## config.mk

```make
export PLATFORM = sky130hd
export DESIGN_NAME = clock_time_to_led_panel_commands_flat
export DESIGN_NICKNAME = d
export VERILOG_FILES = /design/src/rtl/clkled_pkg.sv /design/src/rtl/clkled_ts_if.sv /design/src/rtl/clkled_cmd_if.sv /design/src/rtl/clock_time_to_led_panel_commands.sv /design/src/rtl/clkled_front.sv /design/src/rtl/clkled_queue.sv /design/src/rtl/clkled_back.sv /design/src/flat_wrapper.sv
export SDC_FILE = /design/constraint.sdc
export NUM_CORES = 2
export LEC_CHECK = 0
export ABC_AREA = 0
export CORE_MARGIN = 8
export CORE_UTILIZATION = 40
export CTS_BUF_LIST = sky130_fd_sc_hd__clkbuf_8
export DETAILED_ROUTE_END_ITERATION = 10
export DONT_BUFFER_PORTS = 1
export GPL_TIMING_DRIVEN = 0
export PLACE_DENSITY = 0.59
export SLEW_MARGIN = 10
export SYNTH_ARGS = -nofsm -noshare
export SYNTH_HDL_FRONTEND = slang
export SYNTH_HIERARCHICAL = 1
export SYNTH_SLANG_ARGS = --single-unit
```

## constraint.sdc

```tcl
create_clock -name i_clk -period 7.9 [get_ports i_clk]
set_input_delay 1.58 -clock i_clk [delete_from_list [all_inputs] [get_ports i_clk]]
set_output_delay 1.58 -clock i_clk [all_outputs]
set_load 0.05 [all_outputs]
```

## src/rtl/clkled_pkg.sv

```systemverilog
// shared types, constants and helpers for the clock-time LED panel command block
package clkled_pkg;

    // field widths
    localparam int TS_W    = 32;
    localparam int BYTE_W  = 8;
    localparam int QD_W    = 16;
    localparam int DAY_W   = 17;
    localparam int HOUR_W  = 5;
    localparam int REM_W   = 12;
    localparam int MIN_W   = 6;
    localparam int SEC_W   = 6;
    localparam int DIGIT_W = 4;

    // time constants
    localparam int unsigned SECS_DAY      = 86400;
    localparam int unsigned SECS_HOUR     = 3600;
    localparam int unsigned SECS_MIN      = 60;
    localparam int unsigned MINS_PER_HOUR = 60;
    localparam int unsigned HOURS_PER_DAY = 24;
    localparam int unsigned ROUND_LIMIT   = 30;

    // reciprocals for divide by constant (underestimate by at most one)
    localparam int DAY_SHIFT  = 48;
    localparam int HOUR_SHIFT = 32;
    localparam int MIN_SHIFT  = 24;
    localparam logic [31:0] RECIP_DAY  = 32'((64'd1 << DAY_SHIFT) / 64'd86400);
    localparam logic [20:0] RECIP_HOUR = 21'((64'd1 << HOUR_SHIFT) / 64'd3600);
    localparam logic [18:0] RECIP_MIN  = 19'((64'd1 << MIN_SHIFT) / 64'd60);

    // panel command bytes
    localparam logic [BYTE_W-1:0] CMD_WRITE      = 8'h00;
    localparam logic [BYTE_W-1:0] CMD_COLON      = 8'h24;
    localparam logic [BYTE_W-1:0] COLON_ON       = 8'h03;
    localparam logic [BYTE_W-1:0] CMD_BRIGHT     = 8'h30;
    localparam logic [BYTE_W-1:0] BRIGHT_LOW     = 8'h05 | 8'h18;
    localparam logic [BYTE_W-1:0] CMD_DISPLAY_ON = 8'h2D;

    // seven-segment patterns for digits 0..9
    localparam logic [BYTE_W-1:0] SEG_TABLE [10] = '{
        8'h3F, 8'h06, 8'h5B, 8'h4F, 8'h66, 8'h6D, 8'h7D, 8'h07, 8'h7F, 8'h6F
    };

    // default depth of the queue between front and back
    localparam int QUEUE_DEPTH_DEF = 2;

    // position of a beat within the ten-beat command stream
    typedef enum logic [3:0] {
        POS_WRITE_CMD,
        POS_HOUR_TENS,
        POS_HOUR_UNITS,
        POS_MIN_TENS,
        POS_MIN_UNITS,
        POS_COLON_CMD,
        POS_COLON_DATA,
        POS_BRIGHT_CMD,
        POS_BRIGHT_DATA,
        POS_DISPLAY_ON
    } t_beat_pos;

    // queue entry: the four digit patterns
    typedef struct packed {
        logic [BYTE_W-1:0] hour_tens;
        logic [BYTE_W-1:0] hour_units;
        logic [BYTE_W-1:0] min_tens;
        logic [BYTE_W-1:0] min_units;
    } t_digit_segs;

    typedef struct packed {
        logic [DIGIT_W-1:0] tens;
        logic [DIGIT_W-1:0] units;
    } t_dec;

    // split a value below 60 into decimal digits
    function automatic t_dec split_dec(input logic [MIN_W-1:0] v);
        t_dec d;
        priority if (v >= MIN_W'(50)) begin
            d.tens  = DIGIT_W'(5);
            d.units = DIGIT_W'(v - MIN_W'(50));
        end else if (v >= MIN_W'(40)) begin
            d.tens  = DIGIT_W'(4);
            d.units = DIGIT_W'(v - MIN_W'(40));
        end else if (v >= MIN_W'(30)) begin
            d.tens  = DIGIT_W'(3);
            d.units = DIGIT_W'(v - MIN_W'(30));
        end else if (v >= MIN_W'(20)) begin
            d.tens  = DIGIT_W'(2);
            d.units = DIGIT_W'(v - MIN_W'(20));
        end else if (v >= MIN_W'(10)) begin
            d.tens  = DIGIT_W'(1);
            d.units = DIGIT_W'(v - MIN_W'(10));
        end else begin
            d.tens  = '0;
            d.units = DIGIT_W'(v);
        end
        return d;
    endfunction

    // seven-segment lookup
    function automatic logic [BYTE_W-1:0] seg_of(input logic [DIGIT_W-1:0] d);
        return (d <= DIGIT_W'(9)) ? SEG_TABLE[d] : '0;
    endfunction

endpackage

```

## src/rtl/clkled_ts_if.sv

```systemverilog
// timestamp input channel
interface clkled_ts_if import clkled_pkg::*; ();
    logic            valid;
    logic            ready;
    logic [TS_W-1:0] timestamp_seconds;

    modport source (output valid, output timestamp_seconds, input ready);
    modport sink   (input valid, input timestamp_seconds, output ready);
endinterface

```

## src/rtl/clkled_cmd_if.sv

```systemverilog
// panel command byte output channel
interface clkled_cmd_if import clkled_pkg::*; ();
    logic              valid;
    logic              ready;
    logic [BYTE_W-1:0] out_byte;
    logic              frame_start;
    logic              frame_end;
    logic              last;

    modport source (output valid, output out_byte, output frame_start, output frame_end,
                    output last, input ready);
    modport sink   (input valid, input out_byte, input frame_start, input frame_end,
                    input last, output ready);
endinterface

```

## src/rtl/clock_time_to_led_panel_commands.sv

```systemverilog
// top level: seconds timestamp to LED panel command beats
//
// Input channel i_ts carries one 32-bit seconds timestamp per beat. Output
// channel o_cmd carries ten beats per timestamp: out_byte plus frame_start,
// frame_end and last, meant for a bit serializer that drives the panel.
// The front is a nine-stage pipeline (reciprocal multiplies with one
// correction step each) that turns the timestamp into hour/minute digit
// patterns; a small queue decouples it from the back, which emits one beat
// per cycle from an output register while o_cmd.ready is high.
// The back, emitting ten beats per timestamp, sets the throughput; the front
// takes a new timestamp every cycle until the queue and pipeline fill.
// Reset (i_rst_n low, synchronous) empties pipeline, queue and output.
// When the receiver holds o_cmd.ready low, the current beat holds, the back
// stops, the queue fills and then i_ts.ready drops; nothing is lost.
module clock_time_to_led_panel_commands import clkled_pkg::*; #(
    parameter int QUEUE_DEPTH = QUEUE_DEPTH_DEF
) (
    input  logic         i_clk,
    input  logic         i_rst_n,
    clkled_ts_if.sink    i_ts,
    clkled_cmd_if.source o_cmd
);

    logic        w_push, w_full, w_q_valid, w_pop;
    t_digit_segs w_push_data, w_q_data;

    // classify timestamps into digit patterns
    clkled_front u_front (
        .i_clk       (i_clk),
        .i_rst_n     (i_rst_n),
        .i_ts        (i_ts),
        .i_q_full    (w_full),
        .o_push      (w_push),
        .o_push_data (w_push_data)
    );

    // decoupling queue
    clkled_queue #(
        .DEPTH (QUEUE_DEPTH)
    ) u_queue (
        .i_clk       (i_clk),
        .i_rst_n     (i_rst_n),
        .i_push      (w_push),
        .i_push_data (w_push_data),
        .o_full      (w_full),
        .o_valid     (w_q_valid),
        .o_data      (w_q_data),
        .i_pop       (w_pop)
    );

    // emit command beats
    clkled_back u_back (
        .i_clk     (i_clk),
        .i_rst_n   (i_rst_n),
        .i_q_valid (w_q_valid),
        .i_q_data  (w_q_data),
        .o_q_pop   (w_pop),
        .o_cmd     (o_cmd)
    );

endmodule

```

## src/rtl/clkled_front.sv

```systemverilog
// front pipeline: timestamp to rounded hour/minute and digit patterns
module clkled_front import clkled_pkg::*; (
    input  logic        i_clk,
    input  logic        i_rst_n,
    clkled_ts_if.sink   i_ts,
    input  logic        i_q_full,
    output logic        o_push,
    output t_digit_segs o_push_data
);

    localparam int NSTG = 9;

    logic [NSTG-1:0] r_vld, n_vld;
    logic            w_en, w_acc;

    // stage registers
    logic [TS_W-1:0]   r_a_ts;
    logic [TS_W-1:0]   r_b_ts;
    logic [QD_W-1:0]   r_b_qd, n_b_qd;
    logic [DAY_W-1:0]  r_c_day, n_c_day;
    logic [DAY_W-1:0]  r_d_day;
    logic [HOUR_W-1:0] r_d_qh, n_d_qh;
    logic [HOUR_W-1:0] r_e_hour, n_e_hour;
    logic [REM_W-1:0]  r_e_rem, n_e_rem;
    logic [HOUR_W-1:0] r_f_hour;
    logic [REM_W-1:0]  r_f_rem;
    logic [MIN_W-1:0]  r_f_qm, n_f_qm;
    logic [HOUR_W-1:0] r_g_hour;
    logic [MIN_W-1:0]  r_g_min, n_g_min;
    logic [SEC_W-1:0]  r_g_sec, n_g_sec;
    logic [HOUR_W-1:0] r_h_hour, n_h_hour;
    logic [MIN_W-1:0]  r_h_min, n_h_min;
    t_digit_segs       r_i_segs, n_i_segs;

    // intermediate products and differences
    logic [63:0]       w_b_prod;
    logic [32:0]       w_c_prod;
    logic [17:0]       w_c_diff;
    logic [37:0]       w_d_prod;
    logic [DAY_W-1:0]  w_e_prod, w_e_diff;
    logic [30:0]       w_f_prod;
    logic [REM_W-1:0]  w_g_prod, w_g_diff;
    logic              w_round;
    logic [MIN_W-1:0]  w_min1;
    logic [HOUR_W-1:0] w_hour1;
    t_dec              w_hd, w_md;

    // whole pipeline advances unless the last stage is blocked by a full queue
    assign w_en        = !(r_vld[NSTG-1] && i_q_full);
    assign i_ts.ready  = w_en;
    assign w_acc       = i_ts.valid && w_en;
    assign o_push      = r_vld[NSTG-1] && !i_q_full;
    assign o_push_data = r_i_segs;
    assign n_vld       = {r_vld[NSTG-2:0], w_acc};

    // stage b: day quotient estimate
    assign w_b_prod = 64'(r_a_ts) * 64'(RECIP_DAY);
    assign n_b_qd   = w_b_prod[DAY_SHIFT +: QD_W];

    // stage c: seconds of day with one correction step
    assign w_c_prod = 33'(r_b_qd) * 33'(SECS_DAY);
    assign w_c_diff = 18'(33'(r_b_ts) - w_c_prod);
    assign n_c_day  = (w_c_diff >= 18'(SECS_DAY)) ? DAY_W'(w_c_diff - 18'(SECS_DAY))
                                                   : DAY_W'(w_c_diff);

    // stage d: hour estimate
    assign w_d_prod = 38'(r_c_day) * 38'(RECIP_HOUR);
    assign n_d_qh   = w_d_prod[HOUR_SHIFT +: HOUR_W];

    // stage e: hour and seconds within the hour
    assign w_e_prod = DAY_W'(r_d_qh) * DAY_W'(SECS_HOUR);
    assign w_e_diff = r_d_day - w_e_prod;
    always_comb begin
        if (w_e_diff >= DAY_W'(SECS_HOUR)) begin
            n_e_hour = r_d_qh + HOUR_W'(1);
            n_e_rem  = REM_W'(w_e_diff - DAY_W'(SECS_HOUR));
        end else begin
            n_e_hour = r_d_qh;
            n_e_rem  = REM_W'(w_e_diff);
        end
    end

    // stage f: minute estimate
    assign w_f_prod = 31'(r_e_rem) * 31'(RECIP_MIN);
    assign n_f_qm   = w_f_prod[MIN_SHIFT +: MIN_W];

    // stage g: minute and second
    assign w_g_prod = REM_W'(r_f_qm) * REM_W'(SECS_MIN);
    assign w_g_diff = r_f_rem - w_g_prod;
    always_comb begin
        if (w_g_diff >= REM_W'(SECS_MIN)) begin
            n_g_min = r_f_qm + MIN_W'(1);
            n_g_sec = SEC_W'(w_g_diff - REM_W'(SECS_MIN));
        end else begin
            n_g_min = r_f_qm;
            n_g_sec = SEC_W'(w_g_diff);
        end
    end

    // stage h: round the minute, carry into the hour, wrap at midnight
    assign w_round = r_g_sec > SEC_W'(ROUND_LIMIT);
    assign w_min1  = r_g_min + MIN_W'(w_round);
    always_comb begin
        if (w_min1 == MIN_W'(MINS_PER_HOUR)) begin
            n_h_min = '0;
            w_hour1 = r_g_hour + HOUR_W'(1);
        end else begin
            n_h_min = w_min1;
            w_hour1 = r_g_hour;
        end
        n_h_hour = (w_hour1 == HOUR_W'(HOURS_PER_DAY)) ? '0 : w_hour1;
    end

    // stage i: decimal digits and segment patterns
    assign w_hd = split_dec(MIN_W'(r_h_hour));
    assign w_md = split_dec(r_h_min);
    always_comb begin
        n_i_segs.hour_tens  = seg_of(w_hd.tens);
        n_i_segs.hour_units = seg_of(w_hd.units);
        n_i_segs.min_tens   = seg_of(w_md.tens);
        n_i_segs.min_units  = seg_of(w_md.units);
    end

    // stage valid bits
    always_ff @(posedge i_clk) begin
        if (!i_rst_n) begin
            r_vld <= '0;
        end else if (w_en) begin
            r_vld <= n_vld;
        end
    end

    // stage payload
    always_ff @(posedge i_clk) begin
        if (w_en) begin
            r_a_ts   <= i_ts.timestamp_seconds;
            r_b_ts   <= r_a_ts;
            r_b_qd   <= n_b_qd;
            r_c_day  <= n_c_day;
            r_d_day  <= r_c_day;
            r_d_qh   <= n_d_qh;
            r_e_hour <= n_e_hour;
            r_e_rem  <= n_e_rem;
            r_f_hour <= r_e_hour;
            r_f_rem  <= r_e_rem;
            r_f_qm   <= n_f_qm;
            r_g_hour <= r_f_hour;
            r_g_min  <= n_g_min;
            r_g_sec  <= n_g_sec;
            r_h_hour <= n_h_hour;
            r_h_min  <= n_h_min;
            r_i_segs <= n_i_segs;
        end
    end

endmodule

```

## src/rtl/clkled_queue.sv

```systemverilog
// small queue of digit patterns between front and back
module clkled_queue import clkled_pkg::*; #(
    parameter int DEPTH = QUEUE_DEPTH_DEF
) (
    input  logic        i_clk,
    input  logic        i_rst_n,
    input  logic        i_push,
    input  t_digit_segs i_push_data,
    output logic        o_full,
    output logic        o_valid,
    output t_digit_segs o_data,
    input  logic        i_pop
);

    localparam int PW = $clog2(DEPTH);
    localparam int CW = $clog2(DEPTH + 1);

    t_digit_segs   r_mem [DEPTH];
    logic [PW-1:0] r_wr, n_wr, r_rd, n_rd;
    logic [CW-1:0] r_cnt, n_cnt;

    assign o_full  = (r_cnt == CW'(DEPTH));
    assign o_valid = (r_cnt != '0);
    assign o_data  = r_mem[r_rd];

    // pointer and count update
    always_comb begin
        n_wr  = r_wr;
        n_rd  = r_rd;
        n_cnt = r_cnt;
        if (i_push) begin
            n_wr = (r_wr == PW'(DEPTH - 1)) ? '0 : r_wr + PW'(1);
        end
        if (i_pop) begin
            n_rd = (r_rd == PW'(DEPTH - 1)) ? '0 : r_rd + PW'(1);
        end
        if (i_push && !i_pop) begin
            n_cnt = r_cnt + CW'(1);
        end else if (i_pop && !i_push) begin
            n_cnt = r_cnt - CW'(1);
        end
    end

    always_ff @(posedge i_clk) begin
        if (!i_rst_n) begin
            r_wr  <= '0;
            r_rd  <= '0;
            r_cnt <= '0;
        end else begin
            r_wr  <= n_wr;
            r_rd  <= n_rd;
            r_cnt <= n_cnt;
        end
    end

    // entry storage
    always_ff @(posedge i_clk) begin
        if (i_push) begin
            r_mem[r_wr] <= i_push_data;
        end
    end

`ifndef SYNTHESIS
    a_no_overflow: assert property (@(posedge i_clk) disable iff (!i_rst_n)
        i_push |-> !o_full)
        else $error("queue push while full");

    a_no_underflow: assert property (@(posedge i_clk) disable iff (!i_rst_n)
        i_pop |-> o_valid)
        else $error("queue pop while empty");

    a_count_step: assert property (@(posedge i_clk) disable iff (!i_rst_n)
        (i_push && !i_pop) |=> (r_cnt == $past(r_cnt) + CW'(1)))
        else $error("queue count did not follow push");
`endif

endmodule

```

## src/rtl/clkled_back.sv

```systemverilog
// back end: expands one set of digit patterns into ten framed command beats
module clkled_back import clkled_pkg::*; (
    input  logic         i_clk,
    input  logic         i_rst_n,
    input  logic         i_q_valid,
    input  t_digit_segs  i_q_data,
    output logic         o_q_pop,
    clkled_cmd_if.source o_cmd
);

    t_digit_segs       r_segs;
    logic              r_have;
    t_beat_pos         r_idx;
    logic              r_ov;
    logic [BYTE_W-1:0] r_byte, n_byte;
    logic              r_fs, n_fs;
    logic              r_fe, n_fe;
    logic              r_last, n_last;
    logic              w_load, w_end;

    // load the output register when it is empty or being drained
    assign w_load  = r_have && (!r_ov || o_cmd.ready);
    assign w_end   = w_load && (r_idx == POS_DISPLAY_ON);
    assign o_q_pop = i_q_valid && (!r_have || w_end);

    assign o_cmd.valid       = r_ov;
    assign o_cmd.out_byte    = r_byte;
    assign o_cmd.frame_start = r_fs;
    assign o_cmd.frame_end   = r_fe;
    assign o_cmd.last        = r_last;

    // beat contents by position
    always_comb begin
        n_byte = '0;
        n_fs   = 1'b0;
        n_fe   = 1'b0;
        n_last = 1'b0;
        unique case (r_idx)
            POS_WRITE_CMD: begin
                n_byte = CMD_WRITE;
                n_fs   = 1'b1;
            end
            POS_HOUR_TENS:  n_byte = r_segs.hour_tens;
            POS_HOUR_UNITS: n_byte = r_segs.hour_units;
            POS_MIN_TENS:   n_byte = r_segs.min_tens;
            POS_MIN_UNITS: begin
                n_byte = r_segs.min_units;
                n_fe   = 1'b1;
            end
            POS_COLON_CMD: begin
                n_byte = CMD_COLON;
                n_fs   = 1'b1;
            end
            POS_COLON_DATA: begin
                n_byte = COLON_ON;
                n_fe   = 1'b1;
            end
            POS_BRIGHT_CMD: begin
                n_byte = CMD_BRIGHT;
                n_fs   = 1'b1;
            end
            POS_BRIGHT_DATA: begin
                n_byte = BRIGHT_LOW;
                n_fe   = 1'b1;
            end
            POS_DISPLAY_ON: begin
                n_byte = CMD_DISPLAY_ON;
                n_fs   = 1'b1;
                n_fe   = 1'b1;
                n_last = 1'b1;
            end
            default: begin
                n_byte = '0;
            end
        endcase
    end

    // sequencing and output valid
    always_ff @(posedge i_clk) begin
        if (!i_rst_n) begin
            r_have <= 1'b0;
            r_idx  <= POS_WRITE_CMD;
            r_ov   <= 1'b0;
        end else begin
            if (o_q_pop) begin
                r_have <= 1'b1;
                r_idx  <= POS_WRITE_CMD;
            end else if (w_end) begin
                r_have <= 1'b0;
            end else if (w_load) begin
                r_idx  <= t_beat_pos'(r_idx + 4'd1);
            end
            if (w_load) begin
                r_ov <= 1'b1;
            end else if (o_cmd.ready) begin
                r_ov <= 1'b0;
            end
        end
    end

    // payload
    always_ff @(posedge i_clk) begin
        if (o_q_pop) begin
            r_segs <= i_q_data;
        end
        if (w_load) begin
            r_byte <= n_byte;
            r_fs   <= n_fs;
            r_fe   <= n_fe;
            r_last <= n_last;
        end
    end

`ifndef SYNTHESIS
    a_idx_range: assert property (@(posedge i_clk) disable iff (!i_rst_n)
        r_have |-> (r_idx <= POS_DISPLAY_ON))
        else $error("beat position out of range");

    a_end_marks_last: assert property (@(posedge i_clk) disable iff (!i_rst_n)
        w_end |=> (o_cmd.valid && o_cmd.last))
        else $error("final beat not marked last");

    a_last_framed: assert property (@(posedge i_clk) disable iff (!i_rst_n)
        (o_cmd.valid && o_cmd.last) |-> (o_cmd.frame_start && o_cmd.frame_end))
        else $error("last beat not a single-byte frame");
`endif

endmodule

```

## src/flat_wrapper.sv

```systemverilog
// flat-port wrapper written by rule: the top's interface ports become plain ports
module clock_time_to_led_panel_commands_flat import clkled_pkg::*;
#(
    parameter int QUEUE_DEPTH = QUEUE_DEPTH_DEF
)
  (i_clk, i_rst_n, i_ts_valid, i_ts_timestamp_seconds, i_ts_ready, o_cmd_valid, o_cmd_out_byte, o_cmd_frame_start, o_cmd_frame_end, o_cmd_last, o_cmd_ready);
  clkled_ts_if i_ts_i ();
  clkled_cmd_if o_cmd_i ();
  input  logic i_clk;
  input  logic i_rst_n;
  input wire logic [$bits(i_ts_i.valid)-1:0] i_ts_valid;
  input wire logic [$bits(i_ts_i.timestamp_seconds)-1:0] i_ts_timestamp_seconds;
  output wire logic [$bits(i_ts_i.ready)-1:0] i_ts_ready;
  output wire logic [$bits(o_cmd_i.valid)-1:0] o_cmd_valid;
  output wire logic [$bits(o_cmd_i.out_byte)-1:0] o_cmd_out_byte;
  output wire logic [$bits(o_cmd_i.frame_start)-1:0] o_cmd_frame_start;
  output wire logic [$bits(o_cmd_i.frame_end)-1:0] o_cmd_frame_end;
  output wire logic [$bits(o_cmd_i.last)-1:0] o_cmd_last;
  input wire logic [$bits(o_cmd_i.ready)-1:0] o_cmd_ready;
  assign i_ts_i.valid = i_ts_valid;
  assign i_ts_i.timestamp_seconds = i_ts_timestamp_seconds;
  assign i_ts_ready = i_ts_i.ready;
  assign o_cmd_valid = o_cmd_i.valid;
  assign o_cmd_out_byte = o_cmd_i.out_byte;
  assign o_cmd_frame_start = o_cmd_i.frame_start;
  assign o_cmd_frame_end = o_cmd_i.frame_end;
  assign o_cmd_last = o_cmd_i.last;
  assign o_cmd_i.ready = o_cmd_ready;
  clock_time_to_led_panel_commands #(.QUEUE_DEPTH(QUEUE_DEPTH)) u_core (.i_clk(i_clk), .i_rst_n(i_rst_n), .i_ts(i_ts_i), .o_cmd(o_cmd_i));
endmodule
```

---- Yosys cells after proc, flatten, opt, wreduce, memory -nomap -nowiden ----
Memories as Yosys holds them, arrays and structs flattened. A register that Yosys moved wholly into a read port is not among the register bits.
Cells that the tools add are included.
storage, ports and cells
  flip-flop bits (word level) ............. 203
  bits in writable memories ............... 64
  ROM bits ................................ 512
  bits of input ports ..................... 36
  output and inout bits ................... 13
  memories kept ........................... 5
memory list
  name                  depth  bits a word  read ports  clocked after Yosys merged registers in  write ports  RTL line            RTL
  (no name shown)       16     8            1           1                                        0            clkled_pkg.sv:101   return (d <= DIGIT_W'(9)) ? SEG_TABLE[d] : '0;
  (no name shown)       16     8            1           1                                        0            clkled_pkg.sv:101
  (no name shown)       16     8            1           1                                        0            clkled_pkg.sv:101
  (no name shown)       16     8            1           1                                        0            clkled_pkg.sv:101
  u_core.u_queue.r_mem  2      32           1           1                                        1            clkled_queue.sv:18  t_digit_segs r_mem [DEPTH];
operators by class
  add/subtract/negate cells ............... 25
  $mul .................................... 6
  order comparisons ....................... 18
  eq/ne operators ......................... 12
  muxes and demuxes ....................... 30
  bitwise logic cells ..................... 6
  reduce and logical (&&, ||, !) cells .... 33
operator list
  kind                                                                  number
  one-hot mux 8 bit (9 select lines)                                    1
  multiplier 32 x 31 -> 63 bit (second input constant)                  1
  multiplier 17 x 20 -> 36 bit (second input constant)                  1
  2-to-1 mux 6 bit                                                      6
  multiplier 12 x 17 -> 28 bit (second input constant)                  1
  2-to-1 mux 7 bit                                                      4
  subtractor 4 bit (second input constant)                              6
  2-to-1 mux 5 bit                                                      4
  inverter 4 -> 5 bit                                                   4
  greater-or-equal comparator 18 x 17 -> 1 bit (second input constant)  1
  subtractor 18 bit                                                     1
  greater-or-equal comparator 17 x 12 -> 1 bit (second input constant)  1
  2-to-1 mux 17 bit                                                     1
  subtractor 17 bit                                                     1
  subtractor 17 bit (second input constant)                             1
  == test 4 x 3 -> 1 bit (second input constant)                        4
  less-or-equal comparator 4 bit (second input constant)                4
  multiplier 16 x 10 -> 11 bit (second input constant)                  1
  zero test 1 bit                                                       14
  multiplier 5 x 8 -> 13 bit (second input constant)                    1
  greater-or-equal comparator 12 x 6 -> 1 bit (second input constant)   1
  greater-or-equal comparator 5 x 6 -> 1 bit (second input constant)    2
  greater-or-equal comparator 6 x 5 -> 1 bit (second input constant)    2
  greater-or-equal comparator 6 bit (second input constant)             2
  34 further kinds                                                      65

---- Longest topological paths before layout ----
  depth in word-level cells ............... 9
  depth in mapped cells ................... 24

---- Cells and area by module ----
Netlist, hierarchy kept.
modules (own cells, without submodules)
  module        instances  cells each  area an instance (µm²)  sequential area each (µm²)
  clkled_front  1          2716        29457.0                 6005.8
  clkled_queue  1          122         2531.2                  2021.9
  clkled_back   1          138         1994.4                  1411.4

---- Worst setup path after synthesis ----
No wires, ideal clock.
  kind .................................... reg-to-reg
  start ................................... register u_core.u_queue.r_cnt[0]
  end ..................................... register, netlist name u_core/u_front/o_push_data[0]
  arrival ................................. 4889 ps
  path slack .............................. 1150 ps
  cell stages (with the launch flop) ...... 5
  buffers on the path ..................... 1
  clock period less this slack ............ 6750 ps
  cells stage by stage .................... dfxtp_1 > and2b_2 > and2_1 > clkbuf_1 > clkinv_1
between the ends
  longest elaborated chain between the ends .. 3
ends and longest elaborated chain
  what                              RTL line                                RTL
  start, declared                   clkled_queue.sv:20                      logic [CW-1:0] r_cnt, n_cnt;
  start signal, assigned            clkled_queue.sv:52                      r_cnt <= n_cnt;
  == test 2 bit                     clkled_queue.sv:22                      assign o_full = (r_cnt == CW'(DEPTH));
  named net u_core.w_full           clock_time_to_led_panel_commands.sv:24  logic w_push, w_full, w_q_valid, w_pop;
  logical AND 1 bit                 clkled_front.sv:49                      assign w_en = !(r_vld[NSTG-1] && i_q_full);
  zero test 1 bit (no source line)  --
The timed path passes the listed nets, and every way through them passes these cells.
A chain may end at the register's enable or synchronous reset.

---- Final worst setup path ----
  start ................................... register u_core.u_front.r_a_ts[8]
  end ..................................... register u_core.u_front.r_b_qd[8], data pin
between the ends
  longest elaborated chain between the ends .. 1
ends and longest elaborated chain
  what                                   RTL line             RTL
  start, declared                        clkled_front.sv:17   logic [TS_W-1:0] r_a_ts;
  start signal, assigned                 clkled_front.sv:136  r_a_ts <= i_ts.timestamp_seconds;
  multiplier 32 x 31 -> 63 bit           clkled_front.sv:57   assign w_b_prod = 64'(r_a_ts) * 64'(RECIP_DAY);
  named net u_core.u_front.w_b_prod[56]  clkled_front.sv:36   logic [63:0] w_b_prod;
  end signal, assigned                   clkled_front.sv:138  r_b_qd <= n_b_qd;
  end, declared                          clkled_front.sv:19   logic [QD_W-1:0] r_b_qd, n_b_qd;
The timed path passes the listed nets, and every way through them passes these cells.

==> results.md <==
Outcome:
- The flow ran to the end, and the final reports show no timing, DRC or antenna violations.

Clock network:
- For the worst-skew pair, the clock arrives at the later sink with an insertion delay of 0.68 ns.
- Clock-pin slew was measured on the worst setup and hold paths at approximately 0.06 ns.
- The library cell used as clock root buffer is sky130_fd_sc_hd__clkbuf_8.
- The clock sink count is 321.
- CTS built an H-tree with a depth of 2.
- In this run the deepest clock path goes through 3 buffers.
- TritonCTS built the clock tree.
- The number of buffers added by the clock tree synthesis step is 56.

Logic synthesis:
- The mapped netlist covers between 30000 and 40000 µm².
- The post-synthesis cell count is 2976.
- Of all cell types, the one taking the most synthesized area is sky130_fd_sc_hd__edfxtp_1.
- For this run, asynchronously set or reset flops after synthesis account for 0%.
- Averaged over all synthesized cells, the footprint is 11.42 µm².
- For this run, the number of Yosys warnings is 6.
- The number of distinct library cell variants in the gate-level netlist after synthesis is 92.
- The predominant post-synthesis flop cell is sky130_fd_sc_hd__edfxtp_1.
- Of the post-synthesis cell area, the dominant cell type holds between 20% and 30%.
- By instance count, the leading cell after synthesis is sky130_fd_sc_hd__ha_1.
- By count the netlist is led by sky130_fd_sc_hd__ha_1 (706), sky130_fd_sc_hd__inv_1 (672), sky130_fd_sc_hd__fa_1 (365), sky130_fd_sc_hd__edfxtp_1 (301), sky130_fd_sc_hd__a21oi_1 (103).
- Synthesis inferred ~320 register bits.
- The share of the Yosys chip area taken by registers is between 20% and 30%.
- The number of synthesized flops with an enable pin is approximately 300.
- Sorting the synthesized cells by area gives the leading types as sky130_fd_sc_hd__edfxtp_1 (27%), sky130_fd_sc_hd__ha_1 (26%), sky130_fd_sc_hd__fa_1 (22%).

Timing:
- The final number of max-transition violations is 0.
- Headroom to the max-slew limit came out at 34.61%.
- The final count of negative-setup-slack endpoints is 0.
- Across the routed clock network, the largest skew measured is between 0.04 and 0.05 ns.
- The actual transition at the worst max-transition pin is 0.9808 ns.
- For the finished layout, the period the worst path requires is between 7 and 8 ns.
- The number of hold violations in the final report is 0.
- Setup repair after global routing left no endpoint under its margin.
- The part of the cycle the worst path needs is 96.12%.
- The fmax is about 130 MHz.
- The hold slack is between 0.3 and 0.4 ns.
- After routing, the total negative slack on setup checks comes to 0 ns.

Global routing:
- The first-pass GRT wire length is 113300 µm.
- The number of global-route vias before repair is 21460.
- The combined global-route utilization of all metal layers is about 15%.
- The overflow left after global routing is 0.
- The initial antenna violation count is 4.
- Entering global routing, the biggest net connects 79 pins.

Worst setup path:
- The cell occurring most often along the worst timing path is sky130_fd_sc_hd__fa_1.
- For the worst setup path, the data arrival time is around 8 ns.
- The launching element type of the critical path is a flip-flop.
- The worst stage delay on the critical path is 0.79 ns.
- The critical path is of the reg2reg type.
- Measured in cells, the most critical reg-to-reg path has a length of 21.
- Data on the critical path is required at its endpoint by slightly above 8 ns.
- Along the worst path, the maximum fanout reaches 11.
- The end of the worst register-to-register path is u_core/u_front/r_b_qd[8].
- On the critical path, the stage with the largest delay is an instance of sky130_fd_sc_hd__edfxtp_1.
- In this run the critical register-to-register path is launched from u_core/u_front/r_a_ts[8].
- The signal on the critical path passes through fa_1 > ha_1 > inv_1 > fa_1 > fa_1 > inv_1 > fa_1 > fa_1 > fa_1 > inv_1 > fa_1 > inv_1 > ha_1 > and3_1 > nand2_1 > a2111oi_1 > and3_1 > a211oi_2 > o31ai_1 > a31oi_1 > xnor2_1.
- The internal reg-to-reg setup slack is approximately 0.3 ns.
- The worst setup path is captured at a flip-flop.

Floorplan:
- The die is 307.5 µm tall.
- The area inside the core boundary is around 85000 µm².
- The boundary pin count is 49.
- Row generation in the floorplan step produced roughly 110 rows.
- The die boundary width is around 310 µm.
- The effective utilization at floorplan is around two fifths.
- The die covers 94540 µm².

Min path:
- The min-delay analysis places its worst path in the category reg2reg.
- In this run the most critical hold path is launched from u_core/u_front/r_e_hour[3].
- The cell count of the worst hold path is 0.
- For hold timing, the worst endpoint is u_core/u_front/r_f_hour[3].

Detailed routing:
- After detailed routing, the number of remaining DRC violations is 0.
- Once detail routing completed, the nets flagged for antenna violations numbered 0.
- The detailed-route vias per instance is ~4.8.
- In this run, the number of DRC markers left after iteration 0 of detailed routing was slightly above 700.
- The first detailed-routing pass ran for 5 iterations.
- The number of vias in the routed layout is 20400.
- In the final routed layout, each cell accounts on average for between 15 and 20 µm.
- The routed design has between 60000 and 70000 µm of wire.

Final layout:
- In the final layout, the share of cells above drive strength 1 is under 10%.
- The final layout contains approximately 4200 nets.
- Cells fill between 40% and 50% of the core in the end.
- The area growth from synthesis to final layout is 8.225%.

Placement:
- The total of buffers placed on input and output ports is 0.
- Routability-driven placement finished with a final weighted congestion of between 0.8 and 0.9.
- Detailed placement ended at an HPWL of roughly 55000 µm.

Flow run:
- Across the run, the number of max-cap violations was 0.
-- metrics by stage --
stage | cells | setup WS (ns) | instance area, µm²
4_1_cts | 4230 | 0.03319 | 36710
3_3_place_gp | 4123 | -1.781 | 35430
3_5_place_dp | 4126 | 0.09132 | 35520
2_1_floorplan | 2979 | 1.150 | 33990
6_report | 4240 | 0.3062 | 36780
5_1_grt | 4239 | 0.006923 | 36780
-- worst max-delay path: cells and delay by family, from the launching register on --
family / cells / cell delay, ns
flops: 1 / 0.79
buf+inv: 4 / 0.20
xor+xnor: 1 / 0.14
fa+ha+maj: 9 / 4.25
simple gates: 3 / 0.67
compound gates: 4 / 1.25
-- logic make-up after synthesis --
logic type / share of synthesized area [%]
muxes: 1.340
AOI/OAI and AO/OA: 7.537
and+or+nand+nor: 4.908
DFF: 27.78
buffers and inverters: 7.912
xor gates and xnor gates: 3.008
adders and majority gates: 47.50
other: 0.02210
-- per-layer routing --
metal / routed length [µm] / track usage [%] / vias to the layer above
met1: 29760 / 18.48 / 9944
met3: 2310 / 2.302 / 83
met2: 35390 / 27.74 / 237
met5: 13 / 0 / -
met4: 1333 / 3.071 / 2
li1: - / - / 10130
-- worst max path at each step --
stage                                   from                             to  slack [ns]  depth (start not counted)
finish              u_core/u_front/r_a_ts[8]       u_core/u_front/r_b_qd[8]        0.31                         21
global route        u_core/u_front/r_a_ts[8]       u_core/u_front/r_b_qd[6]       0.007                         21
CTS                 u_core/u_front/r_a_ts[8]       u_core/u_front/r_b_qd[8]        0.03                         21
detailed placement  u_core/u_front/r_a_ts[8]       u_core/u_front/r_b_qd[8]        0.09                         21
global placement     u_core/u_queue/r_cnt[0]       u_core/u_front/r_f_qm[1]       -1.78                          4
floorplan            u_core/u_queue/r_cnt[0]  u_core/u_front/o_push_data[0]        1.15                          4
-- sequential cells by signal, indices dropped and copies added, names as in the netlist, 2 cells and up, named ones only --
signal                        cells
u_core/u_queue/r_cnt              2
u_core/u_front/r_g_sec            6
u_core/u_front/r_f_rem           12
u_core/u_front/r_f_qm             6
u_core/u_front/r_e_hour           5
u_core/u_front/r_f_hour           5
u_core/u_front/r_c_day           17
u_core/u_front/r_h_min            6
u_core/u_back/r_idx               4
u_core/u_front/r_d_qh             5
u_core/u_back/r_segs             32
u_core/u_front/r_b_qd            11
u_core/u_back/o_cmd.out_byte      8
u_core/u_front/r_e_rem           12
u_core/u_front/r_b_ts            18
u_core/u_front/r_a_ts            32
u_core/u_front/r_g_hour           5
u_core/u_front/r_g_min            6
u_core/u_front/r_vld              9
u_core/u_front/r_d_day           17
u_core/u_queue/r_mem             64
u_core/u_front/o_push_data       26
u_core/u_front/r_h_hour           5
-- what timing repair did --
action,in CTS,in global routing
setup endpoints to repair,0,6
hold buffers,0,0
buffers inserted,0,8
resized for setup,0,1
endpoints found under the hold margin,0,0
-- cell usage in the layout, fill, tap and decap left out, types with 34 or more instances in the layout --
master and instances:
sky130_fd_sc_hd__nor2_1 79, sky130_fd_sc_hd__a21o_1 42, sky130_fd_sc_hd__mux2_2 34, sky130_fd_sc_hd__clkbuf_8 56, sky130_fd_sc_hd__ha_1 706, sky130_fd_sc_hd__a21oi_1 103
sky130_fd_sc_hd__fa_1 365, sky130_fd_sc_hd__nand3_1 36, sky130_fd_sc_hd__xor2_1 39, sky130_fd_sc_hd__o21ai_0 77, sky130_fd_sc_hd__xnor2_1 74, sky130_fd_sc_hd__nand2_1 99
sky130_fd_sc_hd__inv_1 682, sky130_fd_sc_hd__edfxtp_1 301
-- cell type report --
class | instances | area [µm²]
clock inverters | 48 | 425.4
multi-input cells | 1956 | 21880
clock buffers | 56 | 770.7
diodes | 2 | 5.005
fillers | 8045 | 47970
inverters | 674 | 2535
well taps | 1144 | 1431
repair buffers | 11 | 135.1
flip-flops and latches | 321 | 9439
plain buffers | 28 | 158.9
Power is left out: the tool's default activity adds up to more than one toggle a clock period on the data nets, which glitch-free logic cannot reach.
